--- config.mk ---
export PLATFORM = sky130hd
export DESIGN_NAME = bse_ctrl
export DESIGN_NICKNAME = d
export VERILOG_FILES = /design/src/hw/rtl/bse_pkg.sv /design/src/hw/rtl/bse_ctrl.sv
export SDC_FILE = /design/constraint.sdc
export NUM_CORES = 1
export LEC_CHECK = 0
export ABC_CLOCK_PERIOD_IN_PS = 2850
export BUFFER_PORTS_ARGS = -buffer_cell sky130_fd_sc_hd__buf_4
export CAP_MARGIN = 0
export CORE_UTILIZATION = 30
export DETAILED_ROUTE_END_ITERATION = 12
export GPL_TIMING_DRIVEN = 0
export HOLD_SLACK_MARGIN = 0.08
export PLACE_DENSITY = 0.7
export SYNTH_ARGS = -nofsm -noshare
export SYNTH_HDL_FRONTEND = slang
export SYNTH_SLANG_ARGS = --single-unit
--- constraint.sdc ---
create_clock -name clk -period 2.85 [get_ports clk]
set_clock_uncertainty 0.2 [all_clocks]
set_input_delay 0.57 -clock clk [delete_from_list [all_inputs] [get_ports clk]]
set_output_delay 0.57 -clock clk [all_outputs]
set_load 0.02 [all_outputs]
--- src/hw/rtl/bse_pkg.sv ---
package bse_pkg;

  localparam int STACK_DEPTH = 256;
  localparam int SP_W = $clog2(STACK_DEPTH + 1);
  localparam int ADDR_W = $clog2(STACK_DEPTH);

  localparam logic [7:0] OPC_CONST = 8'd0;
  localparam logic [7:0] OPC_ADD   = 8'd1;
  localparam logic [7:0] OPC_SUB   = 8'd2;
  localparam logic [7:0] OPC_MUL   = 8'd3;
  localparam logic [7:0] OPC_DIV   = 8'd4;
  localparam logic [7:0] OPC_NEG   = 8'd5;
  localparam logic [7:0] OPC_RET   = 8'd6;

  localparam logic [1:0] ST_OK    = 2'd0;
  localparam logic [1:0] ST_UNDER = 2'd1;
  localparam logic [1:0] ST_OVER  = 2'd2;

  localparam logic [63:0] QNAN_BITS = 64'h7FF8_0000_0000_0000;
  localparam logic [63:0] SIGN_BIT  = 64'h8000_0000_0000_0000;

  typedef struct packed {
    logic       load;
    logic       rd_second;
    logic       latch_b;
    logic       fpu_start;
    logic       wr_push;
    logic       wr_arith;
    logic       wr_neg;
    logic       ld_ret;
    logic       ld_err;
    logic [1:0] err_code;
  } bse_cmd_t;

  typedef struct packed {
    logic [7:0] op;
    logic       sp_empty;
    logic       sp_lt2;
    logic       sp_full;
    logic       fpu_done;
  } bse_stat_t;

endpackage

--- src/hw/rtl/bse_ctrl.sv ---
module bse_ctrl (
  input  logic               clk,
  input  logic               rst,
  input  logic               in_valid,
  output logic               in_ready,
  output logic               out_valid,
  input  logic               out_ready,
  input  bse_pkg::bse_stat_t stat,
  output bse_pkg::bse_cmd_t  cmd
);

  localparam logic [2:0] S_IDLE = 3'd0;
  localparam logic [2:0] S_DEC  = 3'd1;
  localparam logic [2:0] S_RDB  = 3'd2;
  localparam logic [2:0] S_RDA  = 3'd3;
  localparam logic [2:0] S_FPU  = 3'd4;
  localparam logic [2:0] S_RDT  = 3'd5;
  localparam logic [2:0] S_OUT  = 3'd6;

  logic [2:0] state, state_next;

  always_comb begin
    cmd        = '0;
    state_next = state;
    case (state)
      S_IDLE: begin
        if (in_valid) begin
          cmd.load   = 1'b1;
          state_next = S_DEC;
        end
      end
      S_DEC: begin
        // The top entry is read here for every opcode that needs it.
        case (stat.op)
          bse_pkg::OPC_CONST: begin
            if (stat.sp_full) begin
              cmd.ld_err   = 1'b1;
              cmd.err_code = bse_pkg::ST_OVER;
              state_next   = S_OUT;
            end else begin
              cmd.wr_push = 1'b1;
              state_next  = S_IDLE;
            end
          end
          bse_pkg::OPC_ADD, bse_pkg::OPC_SUB, bse_pkg::OPC_MUL, bse_pkg::OPC_DIV: begin
            if (stat.sp_lt2) begin
              cmd.ld_err   = 1'b1;
              cmd.err_code = bse_pkg::ST_UNDER;
              state_next   = S_OUT;
            end else begin
              state_next = S_RDB;
            end
          end
          bse_pkg::OPC_NEG, bse_pkg::OPC_RET: begin
            if (stat.sp_empty) begin
              cmd.ld_err   = 1'b1;
              cmd.err_code = bse_pkg::ST_UNDER;
              state_next   = S_OUT;
            end else begin
              state_next = S_RDT;
            end
          end
          default: state_next = S_IDLE;
        endcase
      end
      S_RDB: begin
        cmd.latch_b   = 1'b1;
        cmd.rd_second = 1'b1;
        state_next    = S_RDA;
      end
      S_RDA: begin
        cmd.fpu_start = 1'b1;
        state_next    = S_FPU;
      end
      S_FPU: begin
        if (stat.fpu_done) begin
          cmd.wr_arith = 1'b1;
          state_next   = S_IDLE;
        end
      end
      S_RDT: begin
        if (stat.op == bse_pkg::OPC_NEG) begin
          cmd.wr_neg = 1'b1;
          state_next = S_IDLE;
        end else begin
          cmd.ld_ret = 1'b1;
          state_next = S_OUT;
        end
      end
      S_OUT: begin
        if (out_ready) begin
          state_next = S_IDLE;
        end
      end
      default: state_next = S_IDLE;
    endcase
  end

  always_ff @(posedge clk) begin
    if (rst) begin
      state <= S_IDLE;
    end else begin
      state <= state_next;
    end
  end

  assign in_ready  = state == S_IDLE;
  assign out_valid = state == S_OUT;

endmodule

==> impl_metrics.env <==
export IMPL_run_status="finished with violations"
export IMPL_violations="negative setup slack"
export IMPL_placed_cell_area_um2=739
export IMPL_initial_core_util=0.321
export IMPL_postCtsHoldBufs=0
export IMPL_fp_dieW_um=42.1
export IMPL_fin_ws_ns=-0.0910
export IMPL_max_freq_ghz=0.340
export IMPL_min_period_over_period=1.03
export IMPL_powerDensity_nw_per_um2=230
export IMPL_drive_gt1_frac=0.429
export IMPL_hold_end="state[2]"
export IMPL_cp_buffers_inverters=2
export IMPL_r2r_start="state[0]"
export IMPL_cts_buffers=3
export IMPL_ys_ff_latch=3
export IMPL_yosys_area_top_type_share=0.124
export IMPL_fillers=162
export IMPL_wl_per_cell_um=12.5
export IMPL_antenna_found_initial=0
export IMPL_synth_net_count=82
export IMPL_via_per_inst=5.32
export IMPL_wirelength_um=1430
export IMPL_cp_start_kind="primary input"
export IMPL_cp_required_ns=2.08
export IMPL_gp_congestion=0.803
export IMPL_arrival_ns=2.17
export IMPL_clock_sinks=3
export IMPL_cp_slowest_cell="or4b_4"
export IMPL_rr_worst_depth=6
export IMPL_path_class="primary input to primary output"
export IMPL_yosysTopAreaCell="dfxtp_1"
export IMPL_antenna_left=0
export IMPL_maxSlewViolCount=0
export IMPL_dp_hpwl_um=1100
export IMPL_vias=606
export IMPL_cts_htree_levels=1
export IMPL_syn_area_um2=483
export IMPL_power_mw=0.182
export IMPL_pre_cts_slack_ns=-0.205
export IMPL_core_area_um2=1510
export IMPL_nets=115
export IMPL_largest_reg_flops=3
export IMPL_multi_input_area_um2=415
export IMPL_hold_class="primary input to flop"
export IMPL_top_regs="state (3)"
export IMPL_ys_types=37
export IMPL_ff_latch_area_um2=60.1
export IMPL_seq_area_frac_synth=0.124
export IMPL_r2r_slack_ns=0.59
export IMPL_ys_warn_count=0
export IMPL_reg2reg_to="state[2]"
export IMPL_hp_start="rst"
export IMPL_grt_ovfl_total=0
export IMPL_grt_max_degree=11
export IMPL_port_buffers=27
export IMPL_ys_flop_type="dfxtp_1"
export IMPL_power_leakage_nw=0.325
export IMPL_rsz0062_at_grt="true"
export IMPL_final_area_um2=792
export IMPL_die_area_um2=1770
export IMPL_die_y_um=42.1
export IMPL_crit_family="simple AND/OR/NAND/NOR gates"
export IMPL_slew_headroom=0.683
export IMPL_ioPinCount=29
export IMPL_tightestPinTransition_ns=0.470
export IMPL_min_path_cells=2
export IMPL_tritoncts="done"
export IMPL_path_clk_slew_ns=0.04
export IMPL_ir_drop_uv=244
export IMPL_hold_viol=0
export IMPL_path_max_fanout=4
export IMPL_worstSetupEndpointType="primary output"
export IMPL_num_rows=14
export IMPL_layout_min_cycle_time_ns=2.94
export IMPL_insertion_delay_ns=0.23
export IMPL_synth_edf_count=0
export IMPL_grt_pass1_wl_um=2300
export IMPL_synthCells=66
export IMPL_avgSynthCellArea_um2=7.32
export IMPL_setup_viol=3
export IMPL_clockBufferDepth=2
export IMPL_async_flop_share=0
export IMPL_grt_pass1_vias=562
export IMPL_drc=0
export IMPL_synth_area_top_cells="dfxtp_1 (12%), nor4b_1 (5.4%), nor3_1 (5.2%), clkbuf_1 (4.7%), nor3b_1 (4.7%)"
export IMPL_initialDrtViolationCount=5
export IMPL_root_buffer="clkbuf_4"
export IMPL_grt_use_total=0.168
export IMPL_area_delta_synth_final_pct=64.0
export IMPL_regMostFlops="state"
export IMPL_diodes=0
export IMPL_firstDrtPassIters=4
export IMPL_slowest_delay_ns=0.55
export IMPL_timing_max_cap_violations=0
export IMPL_cp_cell_sequence="buf_6 > or4_4 > or4b_4 > and4bb_2 > buf_6"
export IMPL_path_common_cell="buf_6"
## routing by layer
metal,share of wire,up-vias,global-route usage
li1,-,315,-
met1,0.44,270,0.203
met2,0.50,21,0.291
met3,0.056,0,0.0259
met4,0,0,0.0750
met5,0,-,0
## where the power goes
| part | switching [mW] | internal [mW] | total [mW] | leakage, nW |
|---|---|---|---|---|
| Sequential | 0.000261 | 0.0434 | 0.0437 | 0.0244 |
| Clock | 0.0227 | 0.0525 | 0.0752 | 0.0150 |
| Combinational | 0.0321 | 0.0310 | 0.0631 | 0.286 |
## worst max-delay path by stage
stage,startpoint,end,cells past startpoint
after detailed placement,stat[9],cmd[1],6
after global routing,stat[10],cmd[1],5
after global placement,stat[9],cmd[1],6
final,stat[10],cmd[1],5
after floorplan,stat[9],cmd[1],4
after CTS,stat[10],cmd[1],5
## cells by family (layout without fill, tap and decap cells)
kind of cell / count (synthesis) / after routing / synth area share
flops: 3 / 3 / 0.124
mux: 2 / 2 / 0.0440
xor+xnor: 1 / 1 / 0.0181
compound gates: 15 / 15 / 0.241
buf+inv: 10 / 42 / 0.0881
simple gates: 34 / 34 / 0.464
fa+ha+maj: 1 / 1 / 0.0207
## cells in the mapped netlist, types with 2 or more instances
| cell type | number |
|---|---|
| and3_1 | 2 |
| nor3b_1 | 3 |
| a22oi_1 | 2 |
| inv_1 | 2 |
| nor4_1 | 2 |
| nor2b_1 | 2 |
| nor3_1 | 5 |
| nor4b_1 | 3 |
| and2_1 | 2 |
| a21oi_1 | 3 |
| clkbuf_1 | 6 |
| dfxtp_1 | 3 |
| o21ai_0 | 2 |
| nand2_1 | 3 |
| nor2_1 | 4 |
## worst register-to-register path, delay by kind of cell, from the launching register on
family	cells	cell delay (ns)
buf+inv	3	0.61
simple gates	1	0.61
compound gates	2	0.44
flops	1	0.29
## placed cells by master, fill, tap and decap left out, types with 2 or more instances in the layout
cell / n
buf_4: 26
inv_1: 2
a21oi_1: 2
o21ai_0: 2
nor2b_1: 2
nor4_1: 2
nor3_1: 5
clkbuf_4: 3
nor4b_1: 2
and3_1: 2
clkbuf_1: 7
nand2_1: 3
nor3b_1: 3
a22oi_1: 2
and2_1: 2
nor2_1: 4
dfxtp_1: 3
buf_6: 4
## cell type report
class | instances | area share
plain buffers | 7 | 0.0379
clock buffers | 4 | 0.0332
inverters | 2 | 0.00948
multi-input cells | 53 | 0.524
flip-flops and latches | 3 | 0.0758
well taps | 16 | 0.0253
repair buffers | 29 | 0.294
## metrics by stage
step / util / setup TNS [ns] / instances / hold slack [ns]
floorplan: - / -0.00818 / 66 / 0.436
finish: 0.526 / -0.223 / 114 / 0.315
global route: 0.526 / -0.322 / 114 / 0.314
detailed placement: 0.491 / -0.537 / 109 / 0.558
CTS: 0.523 / -0.335 / 114 / 0.309
global placement: 0.491 / -0.485 / 109 / 0.555
## repair_timing
action                     in CTS  in global routing
pin swaps                       4                  2
setup endpoints to repair       4                  4
buffers inserted                2                  0
gates resized for setup         5                  1
Note: power is estimated with default switching activity, not from simulation.
